==> src/hw/rtl/ntt_ram.sv <==
// Generic single-write, single-read synchronous RAM with registered read data.
// No dependencies.
`timescale 1ns / 1ps
`default_nettype none

module ntt_ram #(
  parameter int WIDTH = 8,
  parameter int DEPTH = 16
) (
  input  wire logic                     clk,
  input  wire logic                     wr_en,
  input  wire logic [$clog2(DEPTH)-1:0] wr_addr,
  input  wire logic [WIDTH-1:0]         wr_data,
  input  wire logic [$clog2(DEPTH)-1:0] rd_addr,
  output      logic [WIDTH-1:0]         rd_data
);

  logic [WIDTH-1:0] mem [DEPTH];

  // Write port and registered read port.
  always_ff @(posedge clk) begin
    if (wr_en) begin
      mem[wr_addr] <= wr_data;
    end
    rd_data <= mem[rd_addr];
  end

endmodule

`default_nettype wire

==> config.mk <==
export PLATFORM = sky130hd
export DESIGN_NAME = ntt_ram
export DESIGN_NICKNAME = d
export VERILOG_FILES = /design/src/hw/rtl/ntt_ram.sv
export SDC_FILE = /design/constraint.sdc
export NUM_CORES = 1
export LEC_CHECK = 0
export ABC_AREA = 1
export BUFFER_PORTS_ARGS = -buffer_cell sky130_fd_sc_hd__buf_4
export CORE_UTILIZATION = 55
export DETAILED_ROUTE_END_ITERATION = 7
export PLACE_DENSITY = 0.75
export SLEW_MARGIN = 10
export SYNTH_ARGS = -nofsm -noshare
export SYNTH_HDL_FRONTEND = slang
export SYNTH_SLANG_ARGS = --single-unit
==> constraint.sdc <==
create_clock -name clk -period 1.19 [get_ports clk]
set_input_delay 0.238 -clock clk [delete_from_list [all_inputs] [get_ports clk]]
set_output_delay 0.238 -clock clk [all_outputs]
set_load 0.1 [all_outputs]
==> key figures <==
Clocking
  – Root buf cell: clkbuf_8
  – CTS tree: done
  – Clock Latency Late Sink: 0.53 ns
  – CTS Hold Bufs: 0
  – Post-CTS setup repair buffer count: 0
  – TritonCTS Buffers: 17
  – Clock Tree Buf Depth: 2
  – Clock transition at the registers of the reported paths: 0.06 ns
  – Sink Count: 136
  – CTS H-tree lvls: 4

Worst setup path
  – Worst-path cell chain: buf_12
  – Cell family with most CP delay: flip-flops
  – Slowest stage cell, crit path: dfxtp_4
  – Crit-path max cell delay: 0.37 ns
  – CP Launch Type: flop
  – Arrival time at the worst endpoint: 1.07 ns
  – CP Buf/Inv Count: 1
  – CP max FO: 1
  – WP data required: 0.95 ns
  – Crit Path Category: reg -> out
  – CP endpoint kind: primary output

Timing
  – Skew final: 0.00580 ns
  – Rel. slew slack: 0.786
  – Fmax achieved: 763 MHz
  – Worst setup margin: -0.121 ns
  – Final setup viols: 8
  – RSZ-0062 raised after global routing: true
  – Worst-Margin Slew: 0.321 ns
  – Final period util: 1.10
  – Final Hold Viols: 0
  – Min Clock Period, post-route: 1.31 ns
  – Setup TNS: -0.739 ns
  – Max-slew violations: 0

Floorplanning
  – Starting Density: 0.564
  – Die area: 0.0109 mm²
  – Rows: 37
  – Core Area: 0.0102 mm²
  – Die span in x: 104 µm
  – Top Ports: 26
  – Die H: 104 µm

Power and ir drop
  – Psw: 2.77 mW
  – Gate power share: 0.093
  – Clock share of power: 0.420
  – Sequential share of power: 0.487
  – Switching Fraction: 0.250
  – Leakage: 2.98 nW
  – Power Density: 1620 mW/mm²
  – Int Power: 8.34 mW
  – Max VDD drop: 889 µV

Job
  – Max cap viols: 0

Global routing
  – Grt ovf: 0
  – All-Layer GR Usage: 0.257
  – Largest net degree at the start of global routing: 37
  – Vias in the first global route: 3786
  – First-pass GRT wire length: 20.1 mm
  – Initial antenna violation count: 0

Synth
  – Average size of a mapped cell: 10.5 µm²
  – Syn Nets: 569
  – Cell Area, Synth: 0.00577 mm²
  – Register area share after synthesis: 0.694
  – Flip-flop and latch count after synthesis: 136
  – Synth cell types: 12
  – Ys Warns: 0
  – Gate Count Post-Synth: 551

Drt
  – Final routed DRC violation total: 0
  – Final wirelength: 12.9 mm
  – Initial drt markers: 330
  – Drt via density: 5.28
  – Wirelength per Cell: 17.4 µm
  – DR pass1 iterations: 5
  – Via count: 3931
  – Routed Antenna Nets: 0

Status
  – Status: finished, violations left
  – Violated checks: setup timing

Placement
  – Number of port buffers: 25
  – Placed cells: 713
  – Placed inst area: 0.00623 mm²
  – Gpl congestion: 0.827
  – HPWL Detailed: 7.89 mm
  – Place WS: -0.167 ns

Layout
  – # diodes: 0
  – Nets: 614
  – Commonest non-fill, non-tap cell in the layout: nand2_1
  – Area grow syn2layout: 19.2%
  – Final core utilization: 0.672
  – Fillers: 746
  – Non-filler cells, final: 745
  – Share of layout cells above drive strength 1: 0.148
  – Design area: 0.00688 mm²
  – Most frequent cells in the layout: nand2_1, edfxtp_1, inv_1

Worst hold path
  – Worst min path class: in -> reg
flip-flops by register name (all words and copies together) (netlist names):
register / count
mem: 128
rd_data: 8
stage by stage:
step	hold slack (ns)	power, mW
after floorplan	0.337	6.09
after global placement	0.567	6.42
after detailed placement	0.580	6.44
after CTS	0.0353	11.1
after global routing	0.0391	11.4
final	0.0408	11.1
cell families (layout without fill, tap and decap cells):
| kind of cell | after synthesis | count (layout) | synth area share |
|---|---|---|---|
| buffers and inverters | 126 | 184 | 0.0952 |
| flip-flops | 136 | 136 | 0.694 |
| AND/OR/NAND/NOR | 289 | 289 | 0.210 |
worst paths after layout:
check             start    endpoint  slack [ns]  cells after the start
max          rd_data[0]  rd_data[0]       -0.12                      1
min          rd_addr[3]  rd_data[6]        0.04                      3
max reg2reg   mem[5][4]  rd_data[4]        0.15                      6
min reg2reg  mem[12][2]  rd_data[2]        0.67                      6
per-layer routing:
metal / part of all wire / global-route usage / routed length, µm / vias up
met5: 0 / 0 / 0 / -
li1: - / - / - / 1861
met3: 0.066 / 0.0602 / 856 / 32
met2: 0.51 / 0.419 / 6590 / 171
met4: 0.028 / 0.115 / 367 / 0
met1: 0.40 / 0.327 / 5130 / 1867
cell type report:
cell class / count / area, µm² / share of cell area
Inverter: 102 / 383 / 0.0557
Clock buffer: 20 / 435 / 0.0633
Timing Repair Buffer: 50 / 563 / 0.0819
Multi-Input combinational cell: 289 / 1210 / 0.176
Tap cell: 136 / 170 / 0.0247
Sequential cell: 136 / 4020 / 0.584
Clock inverter: 12 / 95.1 / 0.0138
cell usage after synthesis, drive strengths merged:
master  number  area [µm²]
nand3b       2        15.0
nor2        17        63.8
buf         24         166
edfxtp     128        3840
dfxtp        8         160
nand3       97         485
inv        102         383
nand2      173         649
timing repair:
action | in CTS | in global routing
resized for setup | 33 | 0
endpoints found under the hold margin | 0 | 0
cloned | 0 | 0
setup endpoints to repair | 8 | 8
pin swaps | 0 | 0
power by group through the flow:
stage               logic [mW]  clock network (mW)  registers (mW)
CTS                       1.04                4.69            5.41
global route              1.10                4.91            5.42
detailed placement       0.953                   0            5.49
global placement         0.932                   0            5.48
floorplan                0.378                   0            5.71
finish                    1.03                4.67            5.41
(Power assumes the default switching activity.)
