<file path="config.mk">
export PLATFORM = sky130hd
export DESIGN_NAME = ntt_ctrl
export DESIGN_NICKNAME = d
export VERILOG_FILES = /design/src/hw/rtl/ntt_pkg.sv /design/src/hw/rtl/ntt_ctrl.sv
export SDC_FILE = /design/constraint.sdc
export NUM_CORES = 1
export LEC_CHECK = 0
export BUFFER_PORTS_ARGS = -buffer_cell sky130_fd_sc_hd__buf_2
export CAP_MARGIN = 20
export CORE_ASPECT_RATIO = 0.8
export CORE_MARGIN = 2
export CORE_UTILIZATION = 43
export DETAILED_ROUTE_END_ITERATION = 7
export HOLD_SLACK_MARGIN = 0.15
export PLACE_DENSITY = 0.77
export SLEW_MARGIN = 20
export SYNTH_ARGS = -nofsm -noshare
export SYNTH_HDL_FRONTEND = slang
export SYNTH_SLANG_ARGS = --single-unit
</file>
<file path="constraint.sdc">
create_clock -name clk -period 2.26 [get_ports clk]
set_clock_uncertainty 0.1 [all_clocks]
set_input_delay 0.452 -clock clk [delete_from_list [all_inputs] [get_ports clk]]
set_output_delay 0.452 -clock clk [all_outputs]
set_load 0.05 [all_outputs]
</file>
<file path="src/hw/rtl/ntt_pkg.sv">
// Shared types, constants and helpers for the name-to-task table.
// Used by ntt_ctrl and name_to_task_table; no dependencies.
`timescale 1ns / 1ps
`default_nettype none

package ntt_pkg;

  // Table geometry.
  localparam int TABLE_ENTRIES = 128;
  localparam int IDX_BITS      = $clog2(TABLE_ENTRIES);
  localparam int COUNT_BITS    = $clog2(TABLE_ENTRIES + 1);

  // Field widths.
  localparam int KEY_BITS     = 32;
  localparam int KEY_BYTES    = KEY_BITS / 8;
  localparam int NAME_BYTES   = 4;
  localparam int NAME_BITS    = 8 * NAME_BYTES;
  localparam int KEPT_BYTES   = (NAME_BYTES < KEY_BYTES) ? NAME_BYTES : KEY_BYTES;
  localparam int TASK_BITS    = 8;
  localparam int SENDER_BITS  = 8;
  localparam int FOUND_BITS   = 8;
  localparam int CMD_BITS     = 2;

  // Request codes.
  localparam logic [CMD_BITS-1:0] CMD_LOOKUP   = 2'd0;
  localparam logic [CMD_BITS-1:0] CMD_REGISTER = 2'd1;

  // Result codes.
  typedef enum logic [2:0] {
    ST_FOUND       = 3'd0,
    ST_NOT_FOUND   = 3'd1,
    ST_ADDED       = 3'd2,
    ST_OVERWRITTEN = 3'd3,
    ST_FULL        = 3'd4,
    ST_IGNORED     = 3'd5
  } status_t;

  // Controller states.
  typedef enum logic [1:0] {
    S_IDLE,
    S_SCAN,
    S_FINISH
  } state_t;

  // One table entry as stored in memory.
  typedef struct packed {
    logic [TASK_BITS-1:0] task_id;
    logic [NAME_BITS-1:0] name;
  } entry_t;

  // Result handed from the controller to the output register.
  typedef struct packed {
    logic                  load;
    status_t               status;
    logic [FOUND_BITS-1:0] found;
  } res_t;

  // Keep name bytes up to the first zero byte and clear everything after it.
  function automatic logic [NAME_BITS-1:0] canon_name(input logic [KEY_BITS-1:0] key);
    logic [NAME_BITS-1:0] r;
    logic                 ended;
    logic [7:0]           b;
    r     = '0;
    ended = 1'b0;
    for (int i = 0; i < KEPT_BYTES; i++) begin
      b = key[8*i +: 8];
      if (b == 8'd0) begin
        ended = 1'b1;
      end
      if (!ended) begin
        r[8*i +: 8] = b;
      end
    end
    return r;
  endfunction

endpackage

`default_nettype wire

</file>
<file path="src/hw/rtl/ntt_ctrl.sv">
// Request sequencer: scans the table memory one entry per cycle and writes back.
// Depends on ntt_pkg.
`timescale 1ns / 1ps
`default_nettype none

module ntt_ctrl (
  input  wire logic                             clk,
  input  wire logic                             rst,
  input  wire logic                             in_valid,
  output      logic                             in_stall,
  input  wire logic [ntt_pkg::CMD_BITS-1:0]     command,
  input  wire logic [ntt_pkg::KEY_BITS-1:0]     name_key,
  input  wire logic [ntt_pkg::SENDER_BITS-1:0]  sender_task,
  input  wire logic                             out_free,
  output      ntt_pkg::res_t                    res,
  output      logic [ntt_pkg::IDX_BITS-1:0]     rd_addr,
  input  wire ntt_pkg::entry_t                  rd_data,
  output      logic                             wr_en,
  output      logic [ntt_pkg::IDX_BITS-1:0]     wr_addr,
  output      ntt_pkg::entry_t                  wr_data
);

  import ntt_pkg::*;

  state_t                state;
  state_t                state_next;
  logic [CMD_BITS-1:0]   cmd_q;
  logic [NAME_BITS-1:0]  name_q;
  logic [TASK_BITS-1:0]  task_q;
  logic [COUNT_BITS-1:0] count;
  logic [IDX_BITS-1:0]   scan_idx;
  logic                  hit;
  logic [TASK_BITS-1:0]  hit_task;
  logic                  match;
  logic                  last;
  logic                  has_room;
  logic                  searchable;

  // Compare of the entry that arrives from memory this cycle.
  assign match      = (rd_data.name == name_q);
  assign last       = ((COUNT_BITS'(scan_idx) + COUNT_BITS'(1)) == count);
  assign has_room   = (count < COUNT_BITS'(TABLE_ENTRIES));
  assign searchable = ((command == CMD_LOOKUP) || (command == CMD_REGISTER)) &&
                      (count != '0);

  // Next state.
  always_comb begin
    state_next = state;
    case (state)
      S_IDLE: begin
        if (in_valid) begin
          state_next = searchable ? S_SCAN : S_FINISH;
        end
      end
      S_SCAN: begin
        if (match || last) begin
          state_next = S_FINISH;
        end
      end
      S_FINISH: begin
        if (out_free) begin
          state_next = S_IDLE;
        end
      end
      default: state_next = S_IDLE;
    endcase
  end

  // Handshake, memory access and result.
  always_comb begin
    in_stall   = 1'b1;
    rd_addr    = '0;
    wr_en      = 1'b0;
    wr_addr    = scan_idx;
    wr_data    = '{task_id: task_q, name: name_q};
    res.load   = 1'b0;
    res.status = ST_IGNORED;
    res.found  = '0;
    case (state)
      S_IDLE: begin
        in_stall = 1'b0;
      end
      S_SCAN: begin
        rd_addr = scan_idx + IDX_BITS'(1);
      end
      S_FINISH: begin
        res.load = out_free;
        case (cmd_q)
          CMD_LOOKUP: begin
            if (hit) begin
              res.status = ST_FOUND;
              res.found  = FOUND_BITS'(hit_task);
            end else begin
              res.status = ST_NOT_FOUND;
            end
          end
          CMD_REGISTER: begin
            if (hit) begin
              res.status = ST_OVERWRITTEN;
              wr_en      = out_free;
            end else if (has_room) begin
              res.status = ST_ADDED;
              wr_en      = out_free;
              wr_addr    = count[IDX_BITS-1:0];
            end else begin
              res.status = ST_FULL;
            end
          end
          default: res.status = ST_IGNORED;
        endcase
      end
      default: in_stall = 1'b1;
    endcase
  end

  // Control registers.
  always_ff @(posedge clk) begin
    if (rst) begin
      state <= S_IDLE;
      count <= '0;
      hit   <= 1'b0;
    end else begin
      state <= state_next;
      if (state == S_IDLE && in_valid) begin
        hit <= 1'b0;
      end else if (state == S_SCAN && match) begin
        hit <= 1'b1;
      end
      if (state == S_FINISH && out_free && cmd_q == CMD_REGISTER && !hit && has_room) begin
        count <= count + COUNT_BITS'(1);
      end
    end
  end

  // Request and scan registers.
  always_ff @(posedge clk) begin
    if (state == S_IDLE && in_valid) begin
      cmd_q    <= command;
      name_q   <= canon_name(name_key);
      task_q   <= TASK_BITS'(sender_task);
      scan_idx <= '0;
    end else if (state == S_SCAN) begin
      if (match) begin
        hit_task <= rd_data.task_id;
      end else begin
        scan_idx <= scan_idx + IDX_BITS'(1);
      end
    end
  end

endmodule

`default_nettype wire

</file>
==> flow_summary.json, run 1 <==
{
  "status": "finished, violations left",
  "violations": "negative setup slack",
  "power.switching_mw": 1.113,
  "layout.cells.non_filler": 594,
  "final_cell_mix": "buf_2, edfxtp_1, xnor2_1",
  "layout.nets": 570,
  "path_max_fanout": 5,
  "syn-cell-area_um2": 3462,
  "arrival_ns": 2.13,
  "power_density_nw_per_um2": 730.2,
  "clock_latency_ns": 0.35,
  "synth_top_area_share_pct": 43.37,
  "clock.fmax_mhz": 373.1,
  "peakVddDrop_v": 0.0003465,
  "cap_violations": 0,
  "synth_edf_count": 50,
  "p_sw_share_pct": 31.10,
  "synth_area_leaders": "edfxtp_1, xnor2_1, dfxtp_1",
  "rows": 29,
  "cts_tree": "yes",
  "period_needed_ns": 2.680,
  "synthFlopType": "edfxtp_1",
  "yosysWarnings": 0,
  "root_buffer": "clkbuf_8",
  "finalWorstSetupSlack_ns": -0.4199,
  "netlist_instances": 316,
  "dr.pass1.iters": 4,
  "cts_inserted_buffers": 9,
  "max-slew-margin-rel_pct": 58.74,
  "cts.sinks": 68,
  "layout-drive-gt1-share_pct": 45.47,
  "drv_slew": 0,
  "ant_nets": 0,
  "holdBufCountCts": 0,
  "place_area_um2": 4503,
  "gp_congestion": 0.8638,
  "p_seq_share_pct": 42.7,
  "combPwrFrac_pct": 24.2,
  "crit_top_cell": "buf_6",
  "final_common_cell": "buf_2",
  "n_antenna_cell": 0,
  "core_area_um2": 7874,
  "initial_core_util_pct": 43.97,
  "drtIter0Drc": 152,
  "synth.ff_latch_count": 68,
  "grt_pass1_vias": 2870,
  "async_flop_share_pct": 0,
  "wl_mm": 8.989,
  "antenna_found_initial": 0,
  "seq_area_um2": 1869,
  "grt_max_degree": 32,
  "p_int_mw": 2.464,
  "worstReg2RegStart": "scan_idx[0]",
  "finalSetupViolations": 16,
  "crit_path_start": "cmd_q[1]",
  "ioPinCount": 154,
  "fin_crit_sh_pct": 118.6,
  "via_per_inst": 4.933,
  "hold_viol": 0,
  "total_power_mw": 3.577,
  "fillers": 659,
  "path_cells": "or3b_4 -> or3_4 -> buf_6 -> mux2_4 -> buf_6",
  "yosys.area.top_type": "edfxtp_1",
  "syn_area_per_cell_um2": 10.96,
  "cp_slowest_stage_delay_ns": 0.41,
  "dieArea_um2": 8789,
  "die_y_um": 84.26,
  "clkPwrFrac_pct": 33.1,
  "dieWidth_um": 104.3,
  "worst_setup_path_start_kind": "register",
  "p_leak_nw": 2.072,
  "ctsHtreeMaxLevel": 3,
  "crit_type": "reg2out",
  "synth.distinct_cells": 44,
  "grt_usage_pct": 20.79,
  "grt_pass1_wl_mm": 14.35,
  "hpwlAfterDp_mm": 7.091,
  "post-route-cell-area_um2": 4898,
  "clockBufferDepth": 2,
  "tightest_slew_ns": 0.6189,
  "synth.net_count": 405,
  "avgRoutedWirePerCell_um": 15.13,
  "grt_setup_unrepaired": "yes",
  "place_inst": 576,
  "area_delta_synth_final_pct": 41.49,
  "port_buffers": 153,
  "vias": 2930,
  "drc": 0,
  "crit_slowest_cell": "edfxtp_1",
  "ys_seq_area_share_pct": 53.78,
  "gr-total-overflow": 0,
  "end_kind": "output pin",
  "critPathRequiredTime_ns": 1.71,
  "min-delay-start": "rd_data[36]",
  "worst_hold_path_type": "in2reg",
  "multi_input_area_um2": 1584,
  "clk_pin_slew_ns": 0.08
}
## final cells by class
class	count	share of cell area, %
well taps	108	2.759
clock inverters	7	2.350
flip-flops and latches	68	38.16
inverters	17	1.303
multi-input cells	212	32.34
clock buffers	9	2.529
repair buffers	173	20.56
## repair_timing
item	4_1_cts	5_1_grt
setup endpoints to repair	21	30
resized for setup	30	13
gates cloned	1	0
buffers inserted	1	0
pin swaps	0	1
## state kept, by name, summed over array words and instances (netlist names)
signal    cells
cmd_q         2
count         8
hit           1
hit_task      8
name_q       32
scan_idx      7
state         2
task_q        8
## metal layers
metal | track usage (%) | up-vias | routed length [µm]
li1 | - | 1425 | -
met2 | 33.57 | 99 | 4294
met3 | 5.124 | 12 | 486
met1 | 27.82 | 1394 | 4085
met4 | 6.388 | 0 | 123
met5 | 0 | - | 0
## critical path, delay by kind of cell, from the launching register on
| kind | cells | cell delay (ns) |
|---|---|---|
| buf+inv | 2 | 0.30 |
| mux | 1 | 0.30 |
| simple gates | 2 | 0.77 |
| flops | 1 | 0.41 |
## per-stage QoR
stage	setup slack, ns	TNS, ns	util (%)	hold slack (ns)
floorplan	0.01578	0	-	0.4187
global placement	-0.09271	-0.4595	57.19	0.4471
detailed placement	-0.1225	-0.5813	57.19	0.4630
CTS	-0.4170	-4.697	61.56	0.1729
global route	-0.4804	-6.715	62.21	0.1657
finish	-0.4199	-4.665	62.21	0.1825
## power by group through the flow
stage	registers [mW]	logic (mW)	clock network, mW
final	1.53	0.866	1.18
after global routing	1.54	0.917	1.26
after CTS	1.53	0.866	1.21
after detailed placement	1.55	0.853	0
after global placement	1.55	0.843	0
after floorplan	1.85	0.285	0
## path summary, 6_finish.rpt
| path | end | slack (ns) | cells past startpoint |
|---|---|---|---|
| setup / recovery | wr_addr[4] | -0.42 | 5 |
| hold / removal | hit_task[4] | 0.18 | 1 |
| setup reg to reg | state[1] | 0.14 | 7 |
| hold reg to reg | scan_idx[2] | 0.43 | 1 |
## cells in the mapped netlist, drive strengths merged, types with 2 or more instances
cell    instances
edfxtp         50
xnor2          45
nor2           34
and2           27
dfxtp          18
inv            17
clkbuf         14
nand2          14
nand4          11
nor4           10
xor2           10
a211oi          6
nand3           6
buf             5
mux2            5
a21oi           4
and3            3
ha              3
mux2i           3
nand2b          3
o21ai           3
a31o            2
a31oi           2
and4            2
nor3b           2
o211a           2
or4             2
## cells by family (layout without fill, tap and decap cells)
group           after synthesis  count (layout)  synth area share (%)
compound gates               24              24                 4.915
buf+inv                      36             206                 4.156
fa+ha+maj                     3               3                 1.084
xor+xnor                     55              55                 13.91
simple gates                122             122                 19.66
flops                        68              68                 53.78
mux                           8               8                 2.494
(Power assumes the default switching activity.)
==> run 2, diff against run 1 <==
SKIP_LAST_GASP = 1   (was not set)
==> flow_summary.json, run 2 (synthesis results as in run 1) <==
{
  "status": "finished, violations left",
  "violations": "negative setup slack",
  "clkPwrFrac_pct": 33.0,
  "power_density_nw_per_um2": 731.0,
  "grt_max_degree": 32,
  "grt_pass1_vias": 2870,
  "power.switching_mw": 1.105,
  "fillers": 659,
  "end_kind": "output pin",
  "ioPinCount": 154,
  "wl_mm": 8.931,
  "gr-total-overflow": 0,
  "clockBufferDepth": 2,
  "clock_latency_ns": 0.34,
  "grt_pass1_wl_mm": 14.35,
  "ant_nets": 0,
  "grt_setup_unrepaired": "yes",
  "via_per_inst": 4.929,
  "combPwrFrac_pct": 24.2,
  "gp_congestion": 0.8638,
  "max-slew-margin-rel_pct": 58.70,
  "multi_input_area_um2": 1568,
  "tightest_slew_ns": 0.6195,
  "dieWidth_um": 104.3,
  "hpwlAfterDp_mm": 7.091,
  "area_delta_synth_final_pct": 41.02,
  "layout.nets": 570,
  "total_power_mw": 3.569,
  "regMostFlops": "name_q",
  "path_max_fanout": 5,
  "holdWs_ns": 0.1900,
  "p_leak_nw": 2.059,
  "p_sw_share_pct": 30.95,
  "worst_hold_path_type": "in2reg",
  "worst_setup_path_start_kind": "register",
  "critPathRequiredTime_ns": 1.71,
  "grt_usage_pct": 20.79,
  "arrival_ns": 2.12,
  "clk_pin_slew_ns": 0.08,
  "root_buffer": "clkbuf_8",
  "layout-drive-gt1-share_pct": 45.27,
  "drv_slew": 0,
  "clock.fmax_mhz": 374.5,
  "vias": 2928,
  "core_area_um2": 7874,
  "finalWorstSetupSlack_ns": -0.4102,
  "period_needed_ns": 2.670,
  "ctsHtreeMaxLevel": 3,
  "fin_crit_sh_pct": 118.1,
  "final_common_cell": "buf_2",
  "seq_area_um2": 1869,
  "p_seq_share_pct": 42.8,
  "holdBufCountCts": 0,
  "post-route-cell-area_um2": 4882,
  "busiest_layer": "met2",
  "avgRoutedWirePerCell_um": 15.04,
  "cap_violations": 0,
  "antenna_found_initial": 0,
  "final_cell_mix": "buf_2, edfxtp_1, xnor2_1",
  "place_area_um2": 4503,
  "grt_use_met1_pct": 27.82,
  "p_int_mw": 2.465,
  "port_buffers": 153,
  "peakVddDrop_v": 0.0003464,
  "drc": 0,
  "dr.pass1.iters": 4,
  "grtUsageMet3_pct": 5.124,
  "dieArea_um2": 8789,
  "initial_core_util_pct": 43.97,
  "die_y_um": 84.26,
  "drtIter0Drc": 170,
  "use_met2_pct": 33.57,
  "crit_type": "reg2out",
  "n_antenna_cell": 0,
  "cts_tree": "yes",
  "cts.sinks": 68,
  "largest_reg_flops": 32,
  "cts_inserted_buffers": 9,
  "hold_viol": 0,
  "finalSetupViolations": 16,
  "rows": 29
}
[run 2: cell count changes in the layout (fill, tap and decap cells not counted)]
| cell | change |
|---|---|
| nor4_4 | -1 |
| xor2_1 | +1 |
| xor2_2 | -1 |
| nor4_2 | +1 |
[run 2: area by class of cell]
cell class	instances	share of cell area [%]
Timing Repair Buffer	173	20.63
Clock inverter	7	2.358
Sequential cell	68	38.29
Tap cell	108	2.768
Inverter	17	1.307
Multi-Input combinational cell	212	32.11
Clock buffer	9	2.537
[run 2: power groups by stage]
stage	combinational (mW)	sequential (mW)	clock, mW
global placement	0.843	1.55	0
global route	0.915	1.54	1.26
floorplan	0.285	1.85	0
CTS	0.866	1.53	1.21
detailed placement	0.853	1.55	0
finish	0.864	1.53	1.18
[run 2: critical path, stage by stage (launching register included)]
cell and delay, ns:
edfxtp_1 0.41, or3b_4 0.39, or3_4 0.38, buf_6 0.15, mux2_4 0.30, buf_6 0.15
[run 2: worst paths after layout]
path	start	endpoint	slack, ns	depth (start not counted)
worst max-delay path	cmd_q[1]	wr_addr[4]	-0.41	5
worst min register to register	scan_idx[2]	scan_idx[2]	0.42	1
worst min-delay path	rd_data[36]	hit_task[4]	0.19	1
worst max register to register	scan_idx[0]	state[1]	0.15	7
[run 2: stage by stage]
| stage | instances | worst slack (ns) | setup TNS (ns) | utilization (%) |
|---|---|---|---|---|
| finish | 594 | -0.4102 | -4.520 | 62.01 |
| global route | 594 | -0.4804 | -6.754 | 62.01 |
| CTS | 594 | -0.4170 | -4.697 | 61.56 |
| detailed placement | 576 | -0.1225 | -0.5813 | 57.19 |
| global placement | 576 | -0.09271 | -0.4595 | 57.19 |
| floorplan | 316 | 0.01578 | 0 | - |
[run 2: metal layers]
layer / routed length [µm] / up-vias
met5: 0 / -
met4: 95 / 0
met3: 405 / 8
met2: 4323 / 91
met1: 4106 / 1402
li1: - / 1427
[run 2: repair_timing]
action,in CTS,in global routing
buffers inserted,1,0
pin swaps,0,1
cloned,1,0
gates resized for setup,30,11
setup endpoints to repair,21,30
